--- src/rtl/tci_pkg.sv ---
// Shared types and constants for the troubled cell indicator.
// No dependencies; imported by every module of the block.
`default_nettype none

package tci_pkg;

  localparam int unsigned VALUE_BITS     = 32;
  localparam int unsigned SUM_BITS       = VALUE_BITS + 8;
  localparam int unsigned FRAC_BITS      = 16;
  localparam int unsigned CELL_BITS      = 16;
  localparam int unsigned THR_BITS       = 32;
  localparam int unsigned EPS_BITS       = 16;
  localparam int unsigned MPE_BITS       = VALUE_BITS + 1;
  localparam int unsigned PROD_BITS      = THR_BITS + MPE_BITS;
  localparam int unsigned LHS_BITS       = SUM_BITS + FRAC_BITS;
  localparam int unsigned MAX_COMPONENTS = 4;
  localparam int unsigned CFG_IDX_BITS   = 1;

  // Configuration register indexes
  localparam logic [CFG_IDX_BITS-1:0] CFG_THRESHOLD = 1'b0;
  localparam logic [CFG_IDX_BITS-1:0] CFG_EPSILON   = 1'b1;

  // Reset values of the configuration registers
  localparam logic [THR_BITS-1:0] THRESHOLD_RESET = 32'h0001_0000;
  localparam logic [EPS_BITS-1:0] EPSILON_RESET   = 16'h0001;

  // Per-cycle enables from the pipeline control to every lane
  typedef struct packed {
    logic accept;   // element request taken this cycle
    logic first;    // element opens a new stencil
    logic s1_load;  // last element: freeze totals into stage 1
    logic s1_move;  // stage 1 advances to stage 2
    logic s2_move;  // stage 2 advances to stage 3
  } tci_ctrl_t;

endpackage

`default_nettype wire

--- src/rtl/tci_lane.sv ---
// One component lane: reference, jump sum and max magnitude accumulators,
// then the threshold multiply and compare. Depends on tci_pkg.
`default_nettype none

module tci_lane
  import tci_pkg::*;
(
  input  wire logic                         clk_i,
  input  wire tci_ctrl_t                    ctrl_i,
  input  wire logic        [THR_BITS-1:0]   threshold_i,
  input  wire logic        [EPS_BITS-1:0]   epsilon_i,
  input  wire logic signed [VALUE_BITS-1:0] center_value_i,
  input  wire logic signed [VALUE_BITS-1:0] own_value_i,
  output logic                              exceed_o
);

  logic [VALUE_BITS-1:0] ref_q, ref_d;
  logic [SUM_BITS-1:0]   sum_q, sum_d;
  logic [VALUE_BITS-1:0] max_q, max_d;

  logic [VALUE_BITS-1:0] cv_b, ov, om, jump;
  logic [SUM_BITS:0]     sum_ext;
  logic [SUM_BITS-1:0]   sum_sat;

  logic [SUM_BITS-1:0]   s1_sum_q, s2_sum_q, s3_sum_q;
  logic [VALUE_BITS-1:0] s1_max_q;
  logic [MPE_BITS-1:0]   s2_mpe_q;
  logic [PROD_BITS-1:0]  s3_prod_q, prod;

  // Biased center value keeps signed order under unsigned compare
  assign cv_b = {~center_value_i[VALUE_BITS-1], center_value_i[VALUE_BITS-2:0]};

  // Magnitude of own value; most negative value maps to 2^(N-1) exactly
  assign ov = VALUE_BITS'(own_value_i);
  assign om = ov[VALUE_BITS-1] ? VALUE_BITS'(~ov + 1'b1) : ov;

  // Jump from the reference and saturating accumulate
  always_comb begin
    jump    = (ref_q > cv_b) ? (ref_q - cv_b) : (cv_b - ref_q);
    sum_ext = {1'b0, sum_q} + (SUM_BITS + 1)'(jump);
    sum_sat = sum_ext[SUM_BITS] ? {SUM_BITS{1'b1}} : sum_ext[SUM_BITS-1:0];
    if (ctrl_i.first) begin
      ref_d = cv_b;
      sum_d = '0;
      max_d = om;
    end else begin
      ref_d = ref_q;
      sum_d = sum_sat;
      max_d = (om > max_q) ? om : max_q;
    end
  end

  always_ff @(posedge clk_i) begin
    if (ctrl_i.accept) begin
      ref_q <= ref_d;
      sum_q <= sum_d;
      max_q <= max_d;
    end
  end

  // Stage 1: totals of the finished stencil
  always_ff @(posedge clk_i) begin
    if (ctrl_i.s1_load) begin
      s1_sum_q <= sum_d;
      s1_max_q <= max_d;
    end
  end

  // Stage 2: max + epsilon
  always_ff @(posedge clk_i) begin
    if (ctrl_i.s1_move) begin
      s2_sum_q <= s1_sum_q;
      s2_mpe_q <= MPE_BITS'(s1_max_q) + MPE_BITS'(epsilon_i);
    end
  end

  // Stage 3: threshold * (max + epsilon), full width
  assign prod = PROD_BITS'(threshold_i) * PROD_BITS'(s2_mpe_q);

  always_ff @(posedge clk_i) begin
    if (ctrl_i.s2_move) begin
      s3_sum_q  <= s2_sum_q;
      s3_prod_q <= prod;
    end
  end

  // sum * 2^16 > threshold * (max + epsilon)
  assign exceed_o = PROD_BITS'({s3_sum_q, FRAC_BITS'(0)}) > s3_prod_q;

endmodule

`default_nettype wire

--- config.mk ---
export PLATFORM = sky130hd
export DESIGN_NAME = tci_lane
export DESIGN_NICKNAME = d
export VERILOG_FILES = /design/src/rtl/tci_pkg.sv /design/src/rtl/tci_lane.sv
export SDC_FILE = /design/constraint.sdc
export NUM_CORES = 2
export LEC_CHECK = 0
export ABC_AREA = 1
export BUFFER_PORTS_ARGS = -buffer_cell sky130_fd_sc_hd__buf_2
export CAP_MARGIN = 20
export CORE_MARGIN = 2
export CORE_UTILIZATION = 59
export DETAILED_ROUTE_END_ITERATION = 16
export PLACE_DENSITY = 0.87
export SLEW_MARGIN = 10
export SYNTH_ARGS = -nofsm -noshare
export SYNTH_HDL_FRONTEND = slang
export SYNTH_SLANG_ARGS = --single-unit
export TNS_END_PERCENT = 30
--- constraint.sdc ---
create_clock -name clk_i -period 18.81 [get_ports clk_i]
set_input_delay 1.881 -clock clk_i [delete_from_list [all_inputs] [get_ports clk_i]]
set_output_delay 1.881 -clock clk_i [all_outputs]
set_load 0.01 [all_outputs]
==> reports/qor.csv <==
metric;value;unit
yosysWarnings;0;
gr-total-overflow;0;
relSlewSlack;0.292;
maxSlewViolCount;0;
hold_class;flip-flop to flip-flop;
vias;49232;
synth-seq-cells;354;
muxShareOfSynthArea;0;
finalHoldViolCount;0;
io_pins;119;
cap_violations;0;
regArea;0.0106;mm²
post-route-drc-count;0;
finalSetupViolations;0;
synth_cells;7719;
max_freq;116;MHz
status;finished, final reports clean;
final_nets;9159;
setup.worst_path.end_class;flip-flop;
io_buffers;118;
viasPerCell;5.47;
cts_hold_buf;0;
rsz0062_at_grt;false;
holdWs;393;ps
cp.required;19150;ps
place.gp.congestion;1.03;
worst_slew_pin_slew;1060;ps
grt_antenna_before_repair;6;
design.die.area;0.103;mm²
ant_nets;0;
syn_avg_cell_area;7.70;µm²
root_buffer;clkbuf_16;
grt_usage;0.318;
htree_levels;2;
first_pass_iters;6;
crit_family;adder cells;
cts_resized;0;
period_share;0.457;
cp_common_cell;fa_1;
initial_core_util;0.594;
wire_per_inst;17.7;µm
final_common_cell;nand2_1;
layout_common_cells;nand2_1, inv_1, fa_1;
path_max_fanout;33;
grt_first_pass_wirelength;261000;µm
cp.arrival;8930;ps
rows;116;
dp_hpwl;127000;µm
worst-setup-path-type;input pin to flip-flop;
insertion_delay;600;ps
critPathBufInv;4;
synth_top_family_by_area;adder cells;
startpoint_type;input pin;
fillCellCount;8269;
multi_input_area;0.0399;mm²
cpPeakStageDelay;680;ps
drtIter0Drc;4608;
synthDistinctLibCells;44;
cts_setup_buffers;0;
synth_seq_area_share;0.179;
syn_to_final_growth;4.81;%
grt_pass1_vias;51297;
numCtsBuffers;41;
path_cells;buf_2 > nand2_1 > inv_1 > fa_1 > fa_1 > fa_1 > inv_1 > fa_1 > inv_1 > fa_1 > fa_1 > fa_1 > fa_1 > ha_1 > nand2_1 > nor4_1 > nand2_1 > nand2_1 > xor2_1;
tns;0;ps
synthAdderAreaFrac;0.408;
die_h;321;µm
die_width;321;µm
synthSimpleGateAreaFrac;0.206;
synth_xor_area_frac;0.0215;
finClkSkew;47.1;ps
grt_max_degree;77;
cts_tree;done;
clock-sinks;354;
clk_pin_slew;70;ps
postSynthNetCount;9215;
slowest_stage;nor4_1;
min_period;8590;ps
synth_area;0.0594;mm²
routed_wl;160000;µm
synth_compound_area_frac;0.0358;
clock_path_buffers;3;
drive_gt1_frac;0.0363;
coreArea;0.100;mm²
[Yosys cell counts (all sizes together)]
cell / number / area, µm²
a21boi: 2 / 15.0
or2: 5 / 31.3
nor4: 11 / 68.8
inv: 2095 / 7870
xor2: 108 / 946
o21bai: 20 / 150
nand3: 234 / 1180
o21ai: 99 / 495
a31o: 1 / 8.76
and3: 3 / 18.8
fa: 930 / 18600
xnor2: 38 / 333
nand2: 2341 / 8830
and2: 3 / 18.8
or4: 1 / 7.51
o21a: 6 / 45.0
nor2: 395 / 1520
edfxtp: 354 / 10600
nand3b: 6 / 45.0
nor2b: 1 / 6.26
clkinv: 2 / 7.51
buf: 21 / 145
ha: 448 / 5610
a21o: 8 / 60.1
a21oi: 258 / 1330
clkbuf: 237 / 890
nor3b: 1 / 12.5
o211ai: 3 / 22.5
nor3: 32 / 175
nand4: 56 / 357
[stage by stage]
| stage | utilization | instance area, µm² | setup slack (ps) | std cells |
|---|---|---|---|---|
| floorplan | - | 59400 | 10700 | 7719 |
| global placement | 0.609 | 60900 | 9910 | 8918 |
| detailed placement | 0.609 | 60900 | 9790 | 8918 |
| CTS | 0.623 | 62300 | 10330 | 8992 |
| global route | 0.623 | 62300 | 10030 | 8994 |
| finish | 0.623 | 62300 | 10220 | 8995 |
[logic make-up after synthesis]
logic type	after synthesis
and+or+nand+nor	3089
buffers and inverters	2355
adders and majority gates	1378
AOI/OAI and AO/OA	397
DFF	354
xor gates and xnor gates	146
[worst register-to-register path, stage by stage, from the launching register on]
cell and delay [ps]:
edfxtp_1 310, buf_4 530, nand2_1 160, inv_1 110, fa_1 440, fa_1 560
fa_1 570, inv_1 60, fa_1 470, inv_1 50, fa_1 500, fa_1 610
fa_1 450, fa_1 470, ha_1 410, nand2_1 150, nor4_1 680, nand2_1 110
nand2_1 230, xor2_1 390
[area by class of cell]
type,count,area share
well taps,1298,0.0261
flip-flops and latches,354,0.171
repair buffers,159,0.0145
clock buffers,45,0.0167
clock inverters,29,0.00510
multi-input cells,5010,0.640
inverters,2097,0.126
diodes,3,0.000121
[final timing paths]
kind                                startpoint       endpoint  slack, ps  cells after the start
worst max-delay path            threshold_i[5]  s3_prod_q[20]      10220                     19
worst min-delay path              s2_sum_q[39]   s3_sum_q[39]        390                      0
worst max register to register    s2_mpe_q[13]  s3_prod_q[20]      11330                     19
worst min register to register    s2_sum_q[39]   s3_sum_q[39]        390                      0
[per-layer routing]
layer  global-route usage  wire (µm)  vias up
met3               0.0526      15400      539
met2                0.523      75300     2589
met4                0.141       7590        4
met5                    0         27        -
met1                0.416      61200    23664
li1                     -          -    22436
[registers in the layout (all words and copies together), names as in the netlist]
| register | count |
|---|---|
| s3_prod_q | 65 |
| s1_sum_q | 40 |
| s2_sum_q | 40 |
| s3_sum_q | 40 |
| sum_q | 40 |
| s2_mpe_q | 33 |
| max_q | 32 |
| ref_q | 32 |
| s1_max_q | 32 |
Power is left out: the tool's default activity adds up to more than one toggle a clock period on the data nets, which glitch-free logic cannot reach.
