## config.mk

```make
export PLATFORM = sky130hd
export DESIGN_NAME = tci_merge
export DESIGN_NICKNAME = d
export VERILOG_FILES = /design/src/rtl/tci_pkg.sv /design/src/rtl/tci_merge.sv
export SDC_FILE = /design/constraint.sdc
export NUM_CORES = 1
export LEC_CHECK = 0
export BUFFER_PORTS_ARGS = -buffer_cell sky130_fd_sc_hd__buf_2
export CAP_MARGIN = 20
export CORE_ASPECT_RATIO = 1.1
export CORE_UTILIZATION = 33
export CTS_BUF_LIST = sky130_fd_sc_hd__clkbuf_4 sky130_fd_sc_hd__clkbuf_8 sky130_fd_sc_hd__clkbuf_16
export DETAILED_ROUTE_END_ITERATION = 12
export PLACE_DENSITY = 0.71
export SETUP_SLACK_MARGIN = 0.15
export SLEW_MARGIN = 20
export SYNTH_ARGS = -nofsm -noshare
export SYNTH_HDL_FRONTEND = slang
export SYNTH_SLANG_ARGS = --single-unit
```

## constraint.sdc

```tcl
create_clock -name clk_i -period 1.1 [get_ports clk_i]
set_clock_uncertainty 0.2 [all_clocks]
set_input_delay 0.11 -clock clk_i [delete_from_list [all_inputs] [get_ports clk_i]]
set_output_delay 0.11 -clock clk_i [all_outputs]
set_load 0.03 [all_outputs]
```

## src/rtl/tci_pkg.sv

```systemverilog
// Shared types and constants for the troubled cell indicator.
// No dependencies; imported by every module of the block.
`default_nettype none

package tci_pkg;

  localparam int unsigned VALUE_BITS     = 32;
  localparam int unsigned SUM_BITS       = VALUE_BITS + 8;
  localparam int unsigned FRAC_BITS      = 16;
  localparam int unsigned CELL_BITS      = 16;
  localparam int unsigned THR_BITS       = 32;
  localparam int unsigned EPS_BITS       = 16;
  localparam int unsigned MPE_BITS       = VALUE_BITS + 1;
  localparam int unsigned PROD_BITS      = THR_BITS + MPE_BITS;
  localparam int unsigned LHS_BITS       = SUM_BITS + FRAC_BITS;
  localparam int unsigned MAX_COMPONENTS = 4;
  localparam int unsigned CFG_IDX_BITS   = 1;

  // Configuration register indexes
  localparam logic [CFG_IDX_BITS-1:0] CFG_THRESHOLD = 1'b0;
  localparam logic [CFG_IDX_BITS-1:0] CFG_EPSILON   = 1'b1;

  // Reset values of the configuration registers
  localparam logic [THR_BITS-1:0] THRESHOLD_RESET = 32'h0001_0000;
  localparam logic [EPS_BITS-1:0] EPSILON_RESET   = 16'h0001;

  // Per-cycle enables from the pipeline control to every lane
  typedef struct packed {
    logic accept;   // element request taken this cycle
    logic first;    // element opens a new stencil
    logic s1_load;  // last element: freeze totals into stage 1
    logic s1_move;  // stage 1 advances to stage 2
    logic s2_move;  // stage 2 advances to stage 3
  } tci_ctrl_t;

endpackage

`default_nettype wire

```

## src/rtl/tci_merge.sv

```systemverilog
// Merge stage: ORs the lane verdicts and holds the result payload.
// Depends on tci_pkg.
`default_nettype none

module tci_merge
  import tci_pkg::*;
#(
  parameter int unsigned COMPONENTS = 4
) (
  input  wire logic                  clk_i,
  input  wire logic                  load_i,
  input  wire logic [CELL_BITS-1:0]  cell_i,
  input  wire logic [COMPONENTS-1:0] exceed_i,
  output logic      [CELL_BITS-1:0]  result_cell_o,
  output logic                       troubled_o
);

  logic [CELL_BITS-1:0] cell_q;
  logic                 troubled_q;

  // Cell is troubled if any component crossed its threshold
  always_ff @(posedge clk_i) begin
    if (load_i) begin
      cell_q     <= cell_i;
      troubled_q <= |exceed_i;
    end
  end

  assign result_cell_o = cell_q;
  assign troubled_o    = troubled_q;

endmodule

`default_nettype wire

```

==> out/qor.yml, run 1 <==
detailed_routing:
  dr_wl_met2_microns: 640
  drc: 0
  final_antenna_net_count: 0
  wl_met3_microns: 50
  vias_per_cell: 4.21
  drt_wl_total_microns: 1040
  vias: 387
  top_layer_used: "met3"
  routedWlPerCell_microns: 11.3
  drt_iter0_markers: 7
  wl_met1_microns: 346
  dr.pass1.iters: 3
place:
  port_buffers: 38
  place_area_sq_um: 728
  gp_congestion: 0.630
  placedCellCount: 72
  dpl_worst_slack_ns: -0.0992
die:
  rows: 14
  die_h_microns: 43.6
  die_width_microns: 39.8
  start_util: 0.365
  ios: 39
  dieArea_sq_um: 1730
  coreArea_sq_um: 1420
sta:
  fin_crit_ns: 1.15
  relSlewSlack: 0.763
  holdWs_ns: -0.106
  setup_viol: 17
  worstMarginPinSlew_ns: 0.356
  setup-tns-final_ns: -0.586
  fmax_mhz: 868
  period_share: 1.05
  rsz0062_at_grt: "true"
  setup_ws_ns: -0.0526
  finalHoldViolations: 1
  report.final.slew_viol_count: 0
worst_setup_path:
  cp_cell_sequence: "buf_6"
  worstSetupEndpointType: "primary output"
  critPathRequiredTime_ns: 0.79
  slowest_delay_ns: 0.40
  setup.worst_path.class: "register to primary output"
  worst_path_max_delay_cell: "edfxtp_1"
  startpoint: "result_cell_o[3]$_DFFE_PP_"
  arrival_ns: 0.84
  path_buf_inv: 1
  cp-start-kind: "register"
  critical-path-top-delay-family: "flip-flops"
  critPathMaxFanout: 1
hold_path:
  hold_path.class: "input port to register"
  min_to: "troubled_o$_DFFE_PP_"
  hold_depth: 2
  hold_path.startpoint: "exceed_i[2]"
yosys:
  async_reset_ff_frac: 0
  synthTopCellsByCount: "17 x edfxtp_1, 1 x or4_1"
  synthTopCellsByArea: "edfxtp_1 99%, or4_1 1.4%"
  syn_area_sq_um: 518
  yosysUniqueCellTypes: 2
  yosysMostFrequentCell: "edfxtp_1"
  yosysWarnings: 0
  ys_seq_area_frac: 0.986
  syn_nets: 40
  yosysTopAreaCellShare: 0.986
  synth-seq-cells: 17
  synth_ff_type: "edfxtp_1"
  synth_edf_count: 17
  synth_top_area_cell: "edfxtp_1"
  synth_cells: 18
  syn_area_per_cell_sq_um: 28.8
clocking:
  cts-htree-levels: 1
  cts_tree: "done"
  cts_setup_buffers: 0
  clockBufferDepth: 2
  cts_sinks: 17
  hold_buffers: 16
  path_clk_slew_ns: 0.10
  root_buffer: "clkbuf_4"
  numCtsBuffers: 3
power:
  power.leakage_nw: 0.438
  powerDensity_nw_per_um2: 1380
  vdd_ir_drop_max_uv: 908
outcome:
  outcome: "finished, violations left"
  failed_checks: "negative hold slack, negative setup slack"
layout:
  diodes: 0
  areaGrowthSynthToFinish_pct: 97.3
  final_cell_area_sq_um: 1020
  final_layout_size_suffix_gt1_frac: 0.553
  num-nets-final: 99
  instances_no_fill: 92
flow_run:
  maxCapViolations: 0
grt:
  grt_remaining_overflow: 0
  grt_max_degree: 18
  grt_pass1_wl_microns: 1520
  antenna_found_initial: 0
  grt_pass1_vias: 357
  grt_usage: 0.137
## per-stage QoR
step | utilization | total power, W
final | 0.720 | 0.00141
after global routing | 0.720 | 0.00146
after CTS | 0.720 | 0.00142
after detailed placement | 0.513 | 0.000987
after global placement | 0.513 | 0.000983
after floorplan | - | 0.000901
## registers in the layout (all words and copies together), names as in the netlist
| signal | count |
|---|---|
| troubled_o | 1 |
| result_cell_o | 16 |
## cells in the final DEF (no fill, tap or decap)
master / netlist / layout
buf_6: 0 / 17
edfxtp_1: 17 / 17
or4_1: 1 / 1
buf_2: 0 / 21
dlygate4sd3_1: 0 / 16
clkinv_2: 0 / 1
clkbuf_4: 0 / 3
## cell families after synthesis
kind of cell | Yosys count | synth area share
DFF | 17 | 0.986
and+or+nand+nor | 1 | 0.0145
## worst max path at each step
| stage | endpoint | slack [ns] | cells after the start |
|---|---|---|---|
| floorplan | troubled_o$_DFFE_PP_ | 0.03 | 1 |
| detailed placement | troubled_o$_DFFE_PP_ | -0.1 | 2 |
| CTS | result_cell_o[12] | -0.06 | 1 |
| finish | result_cell_o[3] | -0.05 | 1 |
| global route | result_cell_o[3] | -0.09 | 1 |
| global placement | troubled_o$_DFFE_PP_ | -0.07 | 2 |
## routing by layer
| metal | up-vias | global-route usage |
|---|---|---|
| li1 | 189 | - |
| met1 | 181 | 0.142 |
| met2 | 17 | 0.249 |
| met3 | 0 | 0.0154 |
| met4 | 0 | 0.0828 |
| met5 | - | 0 |
## power by group
group          internal (W)  switching [W]
sequential         0.000769      0.0000217
clock              0.000135       0.000186
combinational      0.000151       0.000144
total               0.00106       0.000352
## area by class of cell
| type | count | area (sq um) |
|---|---|---|
| Multi-Input combinational cell | 1 | 7.51 |
| Clock inverter | 1 | 5.00 |
| Timing Repair Buffer | 54 | 457 |
| Clock buffer | 3 | 22.5 |
| Fill cell | 96 | 397 |
| Sequential cell | 17 | 510 |
| Tap cell | 16 | 20.0 |
## timing repair
action | CTS | global route
hold endpoints to repair | 17 | 1
resized for setup | 34 | 0
cloned | 0 | 0
setup endpoints to repair | 17 | 17
Power figures use the tool's default switching activity.
==> inputs of run 2 (changes only) <==
Settings changed: CORE_ASPECT_RATIO 1.1 to 0.9, CORE_UTILIZATION 33 to 30, PLACE_DENSITY 0.71 to 0.65, SETUP_SLACK_MARGIN 0.15 to 0.5.
==> run 2 against run 1 <==
Compared with the run above:
- the flow still finishes with violations (negative hold slack, negative setup slack)
- combinational power decreased by 10%
- final cell count decreased by 9.8%
- sequential share of layout area increased by 6.3 points
- hold slack got worse by 0.094 ns
- sequential cell count unchanged
- die area increased by 9.5%
- global-route usage decreased by 3.3 points
- maximum frequency increased by 0.31%
- wire length decreased by 10%
- critical path depth unchanged
- critical path type unchanged
- largest cell class unchanged
==> out/qor.yml, run 2 (synthesis results as in run 1) <==
outcome:
  outcome: "finished, violations left"  # unchanged
  failed_checks: "negative hold slack, negative setup slack"  # unchanged
layout:
  num-nets-final: 84  # was 99
  final_layout_size_suffix_gt1_frac: 0.721  # was 0.553
  final_cell_mix: "19 x buf_2, 19 x buf_6, 17 x edfxtp_1"  # was 21 x buf_2, 17 x buf_6, 17 x edfxtp_1
  diodes: 0  # unchanged
  final_cell_area_sq_um: 908  # was 1020 sq um
  largest_reg_flops: 16  # unchanged
  areaGrowthSynthToFinish_pct: 75.4  # was 97.3%
  fillCellCount: 133  # was 96
sta:
  report.final.slew_viol_count: 0  # unchanged
  fin_crit_ns: 1.15  # about the same
  finalHoldViolations: 17  # was 1
  fmax_mhz: 870  # was 868 MHz
  relSlewSlack: 0.936  # was 0.763
  rsz0062_at_grt: "true"  # unchanged
  worstMarginPinSlew_ns: 0.0959  # was 0.356 ns
  holdWs_ns: -0.200  # was -0.106 ns
  setup_ws_ns: -0.0490  # was -0.0526 ns
  setup_viol: 17  # unchanged
  period_share: 1.04  # was 1.05
  setup-tns-final_ns: -0.426  # was -0.586 ns
detailed_routing:
  drc: 0  # unchanged
  drt_wl_total_microns: 928  # was 1040 microns
  vias_per_cell: 3.92  # was 4.21
  vias: 325  # was 387
  dr.pass1.iters: 2  # was 3
  routedWlPerCell_microns: 11.2  # was 11.3 microns
  drt_iter0_markers: 6  # was 7
  final_antenna_net_count: 0  # unchanged
worst_setup_path:
  path_buf_inv: 1  # unchanged
  cp_cell_sequence: "buf_6"  # unchanged
  worst_path_max_delay_cell: "edfxtp_1"  # unchanged
  startpoint: "result_cell_o[3]$_DFFE_PP_"  # unchanged
  setup.worst_path.class: "register to primary output"  # unchanged
  critPathRequiredTime_ns: 0.79  # about the same
  endpoint: "result_cell_o[3]"  # unchanged
  worstSetupEndpointType: "primary output"  # unchanged
  crit_cells: 1  # unchanged
  cp-start-kind: "register"  # unchanged
  critPathMaxFanout: 1  # unchanged
  slowest_delay_ns: 0.41  # was 0.40 ns
  critical-path-top-delay-family: "flip-flops"  # unchanged
  arrival_ns: 0.84  # about the same
grt:
  antenna_found_initial: 0  # unchanged
  grt_pass1_vias: 327  # was 357
  grt_max_degree: 18  # unchanged
  grt_pass1_wl_microns: 1390  # was 1520 microns
  grt_remaining_overflow: 0  # unchanged
  grt_usage: 0.104  # was 0.137
die:
  start_util: 0.339  # was 0.365
  rows: 13  # was 14
  coreArea_sq_um: 1530  # was 1420 sq um
  die_h_microns: 41.4  # was 43.6 microns
  dieArea_sq_um: 1900  # was 1730 sq um
  die_width_microns: 45.8  # was 39.8 microns
  ios: 39  # unchanged
power:
  powerDensity_nw_per_um2: 1540  # was 1380 nW/um^2
  vdd_ir_drop_max_uv: 879  # was 908 uV
  power.leakage_nw: 0.387  # was 0.438 nW
  power_w: 0.00140  # was 0.00141 W
place:
  gp_congestion: 0.628  # was 0.630
  port_buffers: 38  # unchanged
  place_area_sq_um: 756  # was 728 sq um
clocking:
  cts_tree: "done"  # unchanged
  cts_sinks: 17  # unchanged
  root_buffer: "clkbuf_4"  # unchanged
  numCtsBuffers: 3  # unchanged
  cts-htree-levels: 1  # unchanged
  clockBufferDepth: 2  # unchanged
  cts_setup_buffers: 0  # unchanged
  path_clk_slew_ns: 0.10  # about the same
hold_path:
  hold_depth: 1  # was 2
  hold_path.class: "input port to register"  # unchanged
flow_run:
  maxCapViolations: 0  # unchanged
==> run 2: cell types whose count changed in the layout (fill, tap and decap cells not counted), sizes merged <==
cell         change
buf              +1
clkbuf           +1
clkinv           -1
dlygate4sd3     -16
==> run 2: repair_timing <==
action,4_1_cts,5_1_grt
endpoints found under the setup margin,18,18
gates cloned,0,0
pin swaps,1,1
resized for setup,35,2
hold endpoints to repair,17,17
==> run 2: layout make-up <==
| cell class | count | area [sq um] | share of cell area |
|---|---|---|---|
| well taps | 22 | 27.5 | 0.0303 |
| clock buffers | 4 | 30.0 | 0.0331 |
| multi-input cells | 1 | 11.3 | 0.0124 |
| flip-flops and latches | 17 | 510 | 0.562 |
| repair buffers | 39 | 329 | 0.362 |
==> run 2: worst min-delay path by stage <==
| stage | start | end | slack [ns] |
|---|---|---|---|
| after floorplan | cell_i[0] | result_cell_o[0]$_DFFE_PP_ | 0.009 |
| after global placement | cell_i[3] | result_cell_o[3]$_DFFE_PP_ | 0.09 |
| after detailed placement | cell_i[2] | result_cell_o[2]$_DFFE_PP_ | 0.09 |
| after CTS | cell_i[9] | result_cell_o[9]$_DFFE_PP_ | -0.20 |
| after global routing | cell_i[2] | result_cell_o[2]$_DFFE_PP_ | -0.22 |
| final | cell_i[4] | result_cell_o[4]$_DFFE_PP_ | -0.20 |
==> run 2: through the flow <==
| step | utilization | setup WS [ns] | hold slack [ns] | instances |
|---|---|---|---|---|
| 2_1_floorplan | - | 0.0268 | 0.00887 | 18 |
| 3_3_place_gp | 0.494 | -0.0688 | 0.0872 | 79 |
| 3_5_place_dp | 0.494 | -0.0767 | 0.0881 | 79 |
| 4_1_cts | 0.588 | -0.0545 | -0.203 | 83 |
| 5_1_grt | 0.594 | -0.0823 | -0.216 | 83 |
| 6_report | 0.594 | -0.0490 | -0.200 | 83 |
==> run 2: routing by layer <==
layer	track usage	wire length [microns]	vias to the layer above
met3	0.0391	37	2
met1	0.110	341	152
li1	-	-	158
met4	0.0412	8	0
met5	0	0	-
met2	0.180	540	13
==> run 2: power by group <==
group / switching (W) / leakage (nW) / internal [W] / total [W]
Combinational: 0.000138 / 0.202 / 0.000127 / 0.000265
Clock: 0.000178 / 0.0184 / 0.000165 / 0.000343
Sequential: 0.0000209 / 0.167 / 0.000769 / 0.000790
